==> src/hdl/bole_pkg.sv <==
// ----------------------------------------------------------------------------
// Bounded ordered list engine: package
// Operation codes, status codes and the control word shared by the cells.
// ----------------------------------------------------------------------------
`default_nettype none

package bole_pkg;

    localparam int FUNC_W   = 3;
    localparam int VALUE_W  = 32;
    localparam int POS_W    = 5;
    localparam int STATUS_W = 2;
    localparam int LEN_W    = 5;

    localparam logic [FUNC_W-1:0] FN_APPEND = 3'd0;
    localparam logic [FUNC_W-1:0] FN_INSERT = 3'd1;
    localparam logic [FUNC_W-1:0] FN_SORTED = 3'd2;
    localparam logic [FUNC_W-1:0] FN_REMOVE = 3'd3;
    localparam logic [FUNC_W-1:0] FN_SEARCH = 3'd4;

    localparam logic [STATUS_W-1:0] STS_DONE   = 2'd0;
    localparam logic [STATUS_W-1:0] STS_BADPOS = 2'd1;
    localparam logic [STATUS_W-1:0] STS_FULL   = 2'd2;

    typedef enum logic [1:0] {
        MD_NONE   = 2'd0,
        MD_INSERT = 2'd1,
        MD_REMOVE = 2'd2
    } t_mode;

    typedef enum logic [2:0] {
        SL_NONE  = 3'd0,
        SL_TAIL  = 3'd1,
        SL_INDEX = 3'd2,
        SL_GE    = 3'd3,
        SL_EQ    = 3'd4
    } t_sel;

    typedef struct packed {
        logic  cmp_en;
        logic  upd_en;
        t_mode mode;
        t_sel  sel;
    } t_cell_ctl;

    typedef enum logic [1:0] {
        S_IDLE = 2'b01,
        S_UPD  = 2'b10
    } t_state;

endpackage

`default_nettype wire

==> src/hdl/bole_if.sv <==
// ----------------------------------------------------------------------------
// Bounded ordered list engine: channel interfaces
// Valid/ready channels for operation requests and their results.
// ----------------------------------------------------------------------------
`default_nettype none

interface bole_req_if;
    logic               valid;
    logic               ready;
    logic [2:0]         func;
    logic signed [31:0] value;
    logic [4:0]         position;

    modport source (output valid, output func, output value, output position, input ready);
    modport sink   (input valid, input func, input value, input position, output ready);
endinterface

interface bole_rsp_if;
    logic       valid;
    logic       ready;
    logic [1:0] status;
    logic [4:0] found_position;
    logic [4:0] length;
    logic       is_empty;

    modport source (output valid, output status, output found_position, output length,
                    output is_empty, input ready);
    modport sink   (input valid, input status, input found_position, input length,
                    input is_empty, output ready);
endinterface

`default_nettype wire

==> src/hdl/bole_cell.sv <==
// ----------------------------------------------------------------------------
// Bounded ordered list engine: list cell
// Holds one entry, compares it with the request value and shifts with its
// neighbours on insert and remove.
// ----------------------------------------------------------------------------
`default_nettype none

module bole_cell #(
    parameter int DATA_WIDTH = 32
) (
    input  wire logic                  i_clk,
    input  wire bole_pkg::t_cell_ctl   i_ctl,
    input  wire logic [DATA_WIDTH-1:0] i_cmp_value,
    input  wire logic [DATA_WIDTH-1:0] i_value,
    input  wire logic                  i_valid,
    input  wire logic                  i_idx_hit,
    input  wire logic [DATA_WIDTH-1:0] i_left,
    input  wire logic [DATA_WIDTH-1:0] i_right,
    input  wire logic                  i_passed,
    output logic                       o_passed,
    output logic                       o_first,
    output logic [DATA_WIDTH-1:0]      o_data
);
    import bole_pkg::*;

    logic [DATA_WIDTH-1:0] r_data;
    logic                  r_eq;
    logic                  r_ge;
    logic                  w_here;

    always_comb begin
        case (i_ctl.sel)
            SL_TAIL:  w_here = !i_valid;
            SL_INDEX: w_here = i_idx_hit;
            SL_GE:    w_here = !i_valid || r_ge;
            SL_EQ:    w_here = i_valid && r_eq;
            default:  w_here = 1'b0;
        endcase
    end

    assign o_passed = i_passed || w_here;
    assign o_first  = w_here && !i_passed;
    assign o_data   = r_data;

    always_ff @(posedge i_clk) begin
        if (i_ctl.cmp_en) begin
            r_eq <= (r_data == i_cmp_value);
            r_ge <= ($signed(r_data) >= $signed(i_cmp_value));
        end
        if (i_ctl.upd_en) begin
            case (i_ctl.mode)
                MD_INSERT: begin
                    if (i_passed) begin
                        r_data <= i_left;
                    end else if (w_here) begin
                        r_data <= i_value;
                    end
                end
                MD_REMOVE: begin
                    if (i_passed || w_here) begin
                        r_data <= i_right;
                    end
                end
                default: begin
                end
            endcase
        end
    end

endmodule

`default_nettype wire

==> src/hdl/bounded_ordered_list_engine.sv <==
// ----------------------------------------------------------------------------
// Bounded ordered list engine: top level
// Requests are taken one at a time; the next waits for the last one's result.
// The cells compare in the accept cycle and shift once the result slot is free.
// Reset clears the length and both channels; entries hold no reset value.
// ----------------------------------------------------------------------------
`default_nettype none

module bounded_ordered_list_engine #(
    parameter int CAPACITY   = 16,
    parameter int DATA_WIDTH = 32
) (
    input  wire logic  i_clk,
    input  wire logic  i_rst_n,
    bole_req_if.sink   i_req,
    bole_rsp_if.source o_rsp
);
    import bole_pkg::*;

    localparam int CW   = $clog2(CAPACITY + 1);
    localparam int IW   = $clog2(CAPACITY);
    localparam int EW   = ((CW > POS_W) ? CW : POS_W) + 1;
    localparam int MAXW = (DATA_WIDTH > VALUE_W) ? DATA_WIDTH : VALUE_W;

    t_state                r_state, n_state;
    logic [CW-1:0]         r_count;
    logic [CW-1:0]         r_old_count;
    t_mode                 r_mode;
    t_sel                  r_sel;
    logic [IW-1:0]         r_idx;
    logic [DATA_WIDTH-1:0] r_value;
    logic [STATUS_W-1:0]   r_status;

    logic                  r_out_valid;
    logic [STATUS_W-1:0]   r_out_status;
    logic [LEN_W-1:0]      r_out_found;
    logic [LEN_W-1:0]      r_out_len;
    logic                  r_out_empty;

    logic                  w_accept;
    logic                  w_upd;
    logic                  w_full;
    logic signed [MAXW-1:0] w_wide;
    logic [DATA_WIDTH-1:0] w_value;
    logic [EW-1:0]         w_cnt_ext;
    logic [EW-1:0]         w_pos_ext;
    logic [EW-1:0]         w_pos_m1;
    t_mode                 d_mode;
    t_sel                  d_sel;
    logic [STATUS_W-1:0]   d_status;
    logic [CW-1:0]         d_count;
    t_cell_ctl             w_ctl;
    logic [CW-1:0]         w_found;

    logic [DATA_WIDTH-1:0] w_ext [0:CAPACITY+1];
    logic                  w_passed [0:CAPACITY];
    logic [CAPACITY-1:0]   w_first;

    assign i_req.ready = (r_state == S_IDLE);
    assign w_accept    = i_req.valid && i_req.ready;
    assign w_upd       = (r_state == S_UPD) && (!r_out_valid || o_rsp.ready);

    assign w_wide    = MAXW'(i_req.value);
    assign w_value   = w_wide[DATA_WIDTH-1:0];
    assign w_full    = (r_count == CW'(CAPACITY));
    assign w_cnt_ext = EW'(r_count);
    assign w_pos_ext = EW'(i_req.position);
    assign w_pos_m1  = w_pos_ext - EW'(1);

    always_comb begin
        d_mode   = MD_NONE;
        d_sel    = SL_NONE;
        d_status = STS_DONE;
        d_count  = r_count;
        case (i_req.func)
            FN_APPEND: begin
                if (w_full) begin
                    d_status = STS_FULL;
                end else begin
                    d_mode  = MD_INSERT;
                    d_sel   = SL_TAIL;
                    d_count = r_count + CW'(1);
                end
            end
            FN_INSERT: begin
                if ((w_pos_ext == '0) || (w_pos_ext > w_cnt_ext + EW'(1))) begin
                    d_status = STS_BADPOS;
                end else if (w_full) begin
                    d_status = STS_FULL;
                end else begin
                    d_mode  = MD_INSERT;
                    d_sel   = SL_INDEX;
                    d_count = r_count + CW'(1);
                end
            end
            FN_SORTED: begin
                if (w_full) begin
                    d_status = STS_FULL;
                end else begin
                    d_mode  = MD_INSERT;
                    d_sel   = SL_GE;
                    d_count = r_count + CW'(1);
                end
            end
            FN_REMOVE: begin
                if ((w_pos_ext == '0) || (w_pos_ext > w_cnt_ext)) begin
                    d_status = STS_BADPOS;
                end else begin
                    d_mode  = MD_REMOVE;
                    d_sel   = SL_INDEX;
                    d_count = r_count - CW'(1);
                end
            end
            FN_SEARCH: begin
                d_sel = SL_EQ;
            end
            default: begin
            end
        endcase
    end

    always_comb begin
        n_state = r_state;
        case (r_state)
            S_IDLE:  if (w_accept) n_state = S_UPD;
            S_UPD:   if (w_upd) n_state = S_IDLE;
            default: n_state = S_IDLE;
        endcase
    end

    always_ff @(posedge i_clk) begin
        if (!i_rst_n) begin
            r_state     <= S_IDLE;
            r_count     <= '0;
            r_out_valid <= 1'b0;
        end else begin
            r_state <= n_state;
            if (w_accept) begin
                r_count <= d_count;
            end
            if (w_upd) begin
                r_out_valid <= 1'b1;
            end else if (o_rsp.ready) begin
                r_out_valid <= 1'b0;
            end
        end
    end

    always_ff @(posedge i_clk) begin
        if (w_accept) begin
            r_old_count <= r_count;
            r_mode      <= d_mode;
            r_sel       <= d_sel;
            r_idx       <= w_pos_m1[IW-1:0];
            r_value     <= w_value;
            r_status    <= d_status;
        end
        if (w_upd) begin
            r_out_status <= r_status;
            r_out_found  <= (r_sel == SL_EQ) ? LEN_W'(w_found) : '0;
            r_out_len    <= LEN_W'(r_count);
            r_out_empty  <= (r_count == '0);
        end
    end

    assign w_ctl.cmp_en = w_accept;
    assign w_ctl.upd_en = w_upd;
    assign w_ctl.mode   = r_mode;
    assign w_ctl.sel    = r_sel;

    assign w_ext[0]            = r_value;
    assign w_ext[CAPACITY + 1] = w_ext[CAPACITY];
    assign w_passed[0]         = 1'b0;

    for (genvar gi = 0; gi < CAPACITY; gi++) begin : g_cell
        bole_cell #(
            .DATA_WIDTH(DATA_WIDTH)
        ) u_cell (
            .i_clk       (i_clk),
            .i_ctl       (w_ctl),
            .i_cmp_value (w_value),
            .i_value     (r_value),
            .i_valid     (CW'(gi) < r_old_count),
            .i_idx_hit   (r_idx == IW'(gi)),
            .i_left      (w_ext[gi]),
            .i_right     (w_ext[gi + 2]),
            .i_passed    (w_passed[gi]),
            .o_passed    (w_passed[gi + 1]),
            .o_first     (w_first[gi]),
            .o_data      (w_ext[gi + 1])
        );
    end

    always_comb begin
        w_found = '0;
        for (int i = 0; i < CAPACITY; i++) begin
            if (w_first[i]) begin
                w_found = w_found | CW'(i + 1);
            end
        end
    end

    assign o_rsp.valid          = r_out_valid;
    assign o_rsp.status         = r_out_status;
    assign o_rsp.found_position = r_out_found;
    assign o_rsp.length         = r_out_len;
    assign o_rsp.is_empty       = r_out_empty;

endmodule

`default_nettype wire

==> src/flat_wrapper.sv <==
// flat-port wrapper written by rule: the top's interface ports become plain ports
module bounded_ordered_list_engine_flat import bole_pkg::*;
#(
    parameter int CAPACITY   = 16,
    parameter int DATA_WIDTH = 32
)
  (i_clk, i_rst_n, i_req_valid, i_req_func, i_req_value, i_req_position, i_req_ready, o_rsp_valid, o_rsp_status, o_rsp_found_position, o_rsp_length, o_rsp_is_empty, o_rsp_ready);
  bole_req_if i_req_i ();
  bole_rsp_if o_rsp_i ();
  input  wire logic i_clk;
  input  wire logic i_rst_n;
  input wire logic [$bits(i_req_i.valid)-1:0] i_req_valid;
  input wire logic [$bits(i_req_i.func)-1:0] i_req_func;
  input wire logic [$bits(i_req_i.value)-1:0] i_req_value;
  input wire logic [$bits(i_req_i.position)-1:0] i_req_position;
  output wire logic [$bits(i_req_i.ready)-1:0] i_req_ready;
  output wire logic [$bits(o_rsp_i.valid)-1:0] o_rsp_valid;
  output wire logic [$bits(o_rsp_i.status)-1:0] o_rsp_status;
  output wire logic [$bits(o_rsp_i.found_position)-1:0] o_rsp_found_position;
  output wire logic [$bits(o_rsp_i.length)-1:0] o_rsp_length;
  output wire logic [$bits(o_rsp_i.is_empty)-1:0] o_rsp_is_empty;
  input wire logic [$bits(o_rsp_i.ready)-1:0] o_rsp_ready;
  assign i_req_i.valid = i_req_valid;
  assign i_req_i.func = i_req_func;
  assign i_req_i.value = i_req_value;
  assign i_req_i.position = i_req_position;
  assign i_req_ready = i_req_i.ready;
  assign o_rsp_valid = o_rsp_i.valid;
  assign o_rsp_status = o_rsp_i.status;
  assign o_rsp_found_position = o_rsp_i.found_position;
  assign o_rsp_length = o_rsp_i.length;
  assign o_rsp_is_empty = o_rsp_i.is_empty;
  assign o_rsp_i.ready = o_rsp_ready;
  bounded_ordered_list_engine #(.CAPACITY(CAPACITY), .DATA_WIDTH(DATA_WIDTH)) u_core (.i_clk(i_clk), .i_rst_n(i_rst_n), .i_req(i_req_i), .o_rsp(o_rsp_i));
endmodule
==> config.mk <==
export PLATFORM = sky130hd
export DESIGN_NAME = bounded_ordered_list_engine_flat
export DESIGN_NICKNAME = d
export VERILOG_FILES = /design/src/hdl/bole_pkg.sv /design/src/hdl/bole_if.sv /design/src/hdl/bole_cell.sv /design/src/hdl/bounded_ordered_list_engine.sv /design/src/flat_wrapper.sv
export SDC_FILE = /design/constraint.sdc
export NUM_CORES = 2
export LEC_CHECK = 0
export ABC_AREA = 1
export BUFFER_PORTS_ARGS = -buffer_cell sky130_fd_sc_hd__buf_2
export CORE_UTILIZATION = 70
export DETAILED_ROUTE_END_ITERATION = 6
export MAX_ROUTING_LAYER = met4
export PLACE_DENSITY = 0.85
export SYNTH_ARGS = -nofsm -noshare
export SYNTH_HDL_FRONTEND = slang
export SYNTH_SLANG_ARGS = --single-unit
==> constraint.sdc <==
create_clock -name i_clk -period 11.6 [get_ports i_clk]
set_input_delay 1.16 -clock i_clk [delete_from_list [all_inputs] [get_ports i_clk]]
set_output_delay 1.16 -clock i_clk [all_outputs]
set_load 0.02 [all_outputs]
# Word-level counts from Yosys, hierarchy flattened

Index checks and enable logic that the tools add are counted.

Muxes and demuxes: 116
Shift operators: 0
Multiply operators: 0
Divide/modulo/power cells: 0
Reduce and logical (&&, ||, !) cells: 125
Add/sub/neg operators: 4
$lt $le $gt $ge: 34
Eq/ne operators: 78
Bitwise gates (word level): 0

Operators with widths:

| kind               | count |
|---|---|
| $mux 32            | 46 |
| $pmux 32 s2        | 15 |
| $eq 32x32->1       | 16 |
| $ge 32x32->1       | 16 |
| $pmux 1 s4         | 16 |
| $reduce_and 4->1   | 16 |
| $ne 3x3->1 const B | 14 |
| $lt 4x5->1 const A | 8 |
| $ne 2x2->1 const B | 19 |
| $logic_and 1x1->1  | 33 |
| $logic_or 1x1->1   | 33 |
| $eq 4x4->1 const B | 8 |
| $logic_not 1->1    | 32 |
| $mux 4             | 8 |
| $mux 2             | 11 |
| $lt 3x5->1 const A | 4 |
| $mux 5             | 4 |
| $eq 4x3->1 const B | 4 |
| $mux 3             | 5 |
| $pmux 3 s5         | 1 |
| $pmux 5 s3         | 1 |
| $eq 3x2->1 const B | 4 |
| $pmux 2 s3         | 2 |
| $lt 1x5->1 const A | 2 |
| other kinds (26)   | 39 |

Latch bits: 0
Memories kept: 0
Word-level logic and storage cells: 418
Flip-flop bits (word level): 613
Output and inout port bits: 15
Bits in read-only memories: 0
Bits in writable memories: 0

# Logic depth before layout (Yosys ltp)

Depth after elaboration: 21
Gate-level depth with buffers: 18
Gate-level depth less buffers: 17

# Cells and area by module

From an unflattened synthesis, not the netlist that was laid out.

Cell total of the unflattened synthesis: 5,678
Area, all modules: 45,501.1 µm²

Modules (own cells, without submodules):

| module                      | times used | cells an instance | area each (µm²) | seq. area each (µm²) |
|---|---|---|---|---|
| bole_cell                   | 16         | 337               | 2,645.0         | 1,021.0 |
| bounded_ordered_list_engine | 1          | 286               | 3,180.6         | 1,991.9 |

# Least setup slack after synthesis

Ideal clock, no wire load.

Kind: input port to flip-flop
Start point: input o_rsp_ready
End point: register u_core.g_cell[14].u_cell.r_data[0] (enable)
Buffers on the path: 0
Data arrival time: 4.256 ns
Required time: 11.139 ns
Library setup time: 0.461 ns
Setup slack: 6.883 ns
Stages: 4
Cells stage by stage: nor2_1 -> nor2_1 -> inv_1 -> nor3_1

RTL lines:

| what                 | RTL line           | source |
|---|---|---|
| from (decl)          | flat_wrapper.sv:22 | `input wire logic [$bits(o_rsp_i.ready)-1:0] o_rsp_ready;` |
| to (signal assigned) | bole_cell.sv:54    | `r_data <= i_left;` |
| to (signal assigned) | bole_cell.sv:56    | `r_data <= i_value;` |
| to (signal assigned) | bole_cell.sv:61    | `r_data <= i_right;` |
| to (decl)            | bole_cell.sv:26    | `logic [DATA_WIDTH-1:0] r_data;` |

# Final worst setup path

Start point: register u_core.r_old_count[4]
End point: register u_core.g_cell[15].u_cell.r_data[2], data pin

Longest elaborated chain between the ends: 19
Elaborated cells on any way between the ends: 90
Those cells by class: order compare: 15; mux: 16; reduce/logical: 59

RTL lines:

| what                            | RTL line                           | source |
|---|---|---|
| from (decl)                     | bounded_ordered_list_engine.sv:27  | `logic [CW-1:0] r_old_count;` |
| from (signal assigned)          | bounded_ordered_list_engine.sv:151 | `r_old_count <= r_count;` |
| $lt 1x5->1                      | bounded_ordered_list_engine.sv:183 | `.i_valid (CW'(gi) < r_old_count),` |
| $logic_not 1->1                 | bole_cell.sv:33, bole_cell.sv:35   |  |
| $logic_or 1x1->1                | bole_cell.sv:35                    | `SL_GE: w_here = !i_valid \|\| r_ge;` |
| $pmux 1 s4                      | bole_cell.sv:32                    | `case (i_ctl.sel)` |
| $logic_or 1x1->1 (13 in series) | bole_cell.sv:41                    | `assign o_passed = i_passed \|\| w_here;` |
| $logic_or 1x1->1 *              | bole_cell.sv:41                    |  |
| $mux 32 *                       | bole_cell.sv:53                    | `if (i_passed) begin` |
| to (signal assigned)            | bole_cell.sv:54                    |  |
| to (signal assigned)            | bole_cell.sv:56                    |  |
| to (signal assigned)            | bole_cell.sv:61                    |  |
| to (decl)                       | bole_cell.sv:26                    |  |

Every way passes the cells marked *; elsewhere a longest branch is shown, timed or not.
A chain may end at the register's enable or synchronous reset.

==> key figures <==
Timing
  • Max Slew Vio Count: 0
  • Slew headroom: 2.95%
  • RSZ-0062 raised after global routing: false
  • Max Fclk: 158 MHz
  • Post-route minimum period: 6.32 ns
  • Setup_tns: 0 ns
  • Slew @ Worst Pin: 1.44 ns
  • Crit share post-route: 54.5%
  • Final setup fails: 0
  • Clock Skew: 0.0304 ns
  • Final-report hold violation count: 0

GRT
  • Global-route wire length before repair: 212 mm
  • GRT Overall Usage: 48.1%
  • Antenna violations before repair: 6
  • Pin count of the biggest net entering global routing: 212
  • Vias in the first global route: 35.8k
  • Gr ovfl total: 0

Clock network
  • Worst-path clk slew: 0.06 ns
  • CTS Sinks: 613
  • CTS root buf: clkbuf_16
  • Clock buffer depth: 3
  • TritonCTS buffer count: 68
  • CTS tree: built
  • H-tree level count: 3
  • Post-CTS sizing: 0
  • Cts hold-fix bufs: 0
  • Post-CTS setup buffer count: 0
  • Worst skew pair latency: 0.62 ns

Power and ir drop
  • Sw Share: 31.1%
  • Internal: 4.08 mW
  • Sequential share of power: 43.9%
  • NetSw: 1.85 mW
  • Total power per unit cell area: 132 mW/mm²
  • Clock share of power: 35.8%
  • Static leakage: 19.2 nW
  • Power Total: 5.93 mW
  • Combinational group share of total power: 20.3%
  • Peak VDD IR: 0.123 mV

Synth
  • Sequential fraction of the synthesis area: 43.6%
  • Syn. warnings: 0
  • Syn_area_per_cell: 8.80 µm²
  • Mapped Cells: 4,777
  • Synth top area cells: edfxtp_1, ha_1, o21ai_0
  • Prevailing post-synth register cell: edfxtp_1
  • Leading area contributor after synthesis: edfxtp_1
  • Synth top area share: 43.2%
  • Distinct cells, synth: 56
  • Syn nets: 5,353
  • Post-synth EDFFs: 605
  • Synth Cell Area: 0.0420 mm²
  • FFs w/ async S/R, synth: 0%
  • Synthesis-stage register bit count: 613

Drt
  • ANT nets after route: 0
  • First DRT Iteration DRCs: 5,557
  • Vias: 38.2k
  • Drt wl/cell: 25.8 µm
  • Via density: 6.88
  • Final WL: 143 mm
  • # DRC: 4
  • Pre-antenna DRT Iters: 7

Layout
  • Fin nets: 5,305
  • Layout area overhead: 7.15%
  • FILL cells: 4,307
  • Share of layout cells above drive strength 1: 6.22%
  • Multi-input logic area: 0.0207 mm²
  • Finished Cell Area: 0.0450 mm²
  • FF/Latch Area: 0.0183 mm²

Floorplan
  • Std cell rows: 89
  • Die Span Y: 247 µm
  • Ports: 59
  • Die Wd: 247 µm
  • Core footprint: 0.0591 mm²
  • Die area: 0.0610 mm²
  • Initial core utilization: 71.1%

Placement
  • Hpwl dp: 99.7 mm
  • Port buffer count: 58
  • Placement Cell Area: 0.0430 mm²
  • Routability congestion estimate from global placement: 1.03

Setup path
  • Endpoint class of the critical path: flop
  • Worst path required time: 11.94 ns
  • Setup CP Type: flop to flop
  • CP startpoint kind: flop
  • Worst Path Max Fanout: 67
  • Arr. time, crit path: 6.66 ns

Outcome
  • Failing checks: design-rule violations
  • Outcome: finished with violations

Hold path
  • HP Class: flop to flop

Run
  • Max Cap Viol: 0
==> cells in the mapped netlist (2+ instances only) <==
cell type	instances
nor2_1	159
o221ai_1	44
a211o_1	2
o22ai_1	35
and3_1	3
o21ai_1	10
nand3_1	127
buf_6	8
o21ai_0	824
nand4_1	53
edfxtp_1	605
nor2_4	3
inv_2	10
nor3_1	34
nand3b_1	7
nand2_1	771
inv_1	578
or2_2	4
xor2_1	4
o21a_1	9
buf_2	10
a21o_1	9
ha_1	531
a21oi_1	498
a31o_2	2
a31oi_1	8
dfxtp_1	8
o21bai_1	10
xnor2_1	4
o211ai_1	55
nor3b_1	6
buf_4	8
nor4b_1	2
a211oi_1	24
a221oi_1	15
nand2_2	11
nor4_1	22
nor2_2	6
nand4_4	2
a21boi_0	3
o21ai_2	23
buf_1	25
o2111ai_1	4
clkbuf_1	189
==> metrics by stage <==
step           cells  hold slack [ns]  setup slack (ns)  util (%)
3_3_place_gp    5432            0.403              5.79      72.7
2_1_floorplan   4777            0.400              6.88         -
3_5_place_dp    5432            0.426              5.63      72.7
5_1_grt         5553            0.446              5.10      76.2
6_report        5554            0.445              5.28      76.2
4_1_cts         5548            0.438              5.58      76.2
==> critical path: stages (launching register included) <==
cell      delay, ns
edfxtp_1       0.46
nor2_2         0.50
nand3_1        0.18
nand3_1        0.11
nand2_1        0.08
nor2_4         0.10
buf_4          0.64
nand3_4        0.21
nor2_4         0.19
nand4_4        0.08
buf_4          0.38
nor2_4         0.30
nand4_4        0.09
buf_4          0.38
nor2_4         0.99
nand2_4        0.84
nand2_1        0.34
o21ai_2        0.09
==> metal layers <==
metal,vias up,share of wire [%],GRT usage [%]
li1,16900,-,-
met1,17800,36,62.6
met2,2997,42,67.5
met3,518,16,14.3
met4,0,5.9,25.7
met5,-,0,-
==> power by group through the flow <==
stage	registers, mW	logic [mW]	clock network [mW]
final	2.61	1.20	2.12
after global placement	2.64	1.10	0
after floorplan	2.61	0.808	0
after global routing	2.61	1.31	2.19
after CTS	2.60	1.16	2.11
after detailed placement	2.65	1.14	0
==> state kept, by name (all words and copies together) (netlist names) <==
register / cells
u_core.r_status: 2
u_core.r_old_count: 5
u_core.o_rsp.is_empty: 1
u_core.o_rsp.found_position: 5
u_core.o_rsp.valid: 1
u_core.r_sel: 3
u_core.g_cell.u_cell.r_ge: 16
u_core.g_cell.u_cell.r_eq: 16
u_core.r_count: 5
u_core.o_rsp.status: 2
u_core.o_rsp.length: 5
u_core.r_idx: 4
u_core.r_mode: 2
u_core.r_state: 2
u_core.g_cell.u_cell.o_data: 512
u_core.r_value: 32
==> worst paths after layout <==
check	start	endpoint	slack [ns]	depth (start not counted)
min reg2reg	u_core.r_status[0]	u_core.o_rsp.status[0]	0.45	0
min	u_core.r_status[0]	u_core.o_rsp.status[0]	0.45	0
max	u_core.r_old_count[4]	u_core.g_cell[15].u_cell.o_data[2]	5.28	17
max reg2reg	u_core.r_old_count[4]	u_core.g_cell[15].u_cell.o_data[2]	5.28	17
==> logic make-up after synthesis <==
family	count (synthesis)	share of synthesized area [%]
AO/OA/AOI/OAI	1578	20.4
XOR/XNOR	8	0.167
adder cells (fa/ha/maj)	532	15.9
buffers and inverters	829	7.65
flip-flops	613	43.6
AND/OR/NAND/NOR	1217	12.3
==> cell usage in the layout (no fill, tap or decap), drive strengths merged, types with 3 or more instances in the layout <==
master | netlist | routed
o21ai | 857 | 857
nand2 | 782 | 782
edfxtp | 605 | 605
inv | 588 | 589
ha | 531 | 531
a21oi | 498 | 498
nor2 | 168 | 168
nand3 | 129 | 129
buf | 51 | 122
clkbuf | 189 | 85
nand4 | 56 | 56
o211ai | 55 | 55
o221ai | 44 | 44
nor3 | 36 | 36
o22ai | 35 | 35
clkinv | 1 | 26
a211oi | 24 | 24
nor4 | 22 | 22
a221oi | 15 | 15
o21bai | 10 | 10
a21o | 9 | 9
o21a | 9 | 9
dfxtp | 8 | 8
a31oi | 8 | 8
nand3b | 7 | 7
diode | 0 | 6
nor3b | 6 | 6
xor2 | 4 | 4
xnor2 | 4 | 4
o2111ai | 4 | 4
or2 | 4 | 4
bufinv | 0 | 4
and3 | 3 | 3
a21boi | 3 | 3
==> layout make-up <==
class                      count  share of cell area (%)
multi-input combinational   3335                    45.9
sequential                   613                    40.7
inverter                     589                    4.93
clock buffer                  85                    4.04
tap                          773                    2.15
timing repair buffer         122                    1.74
clock inverter                31                   0.555
antenna                        6                  0.0333
(Power assumes the default switching activity.)
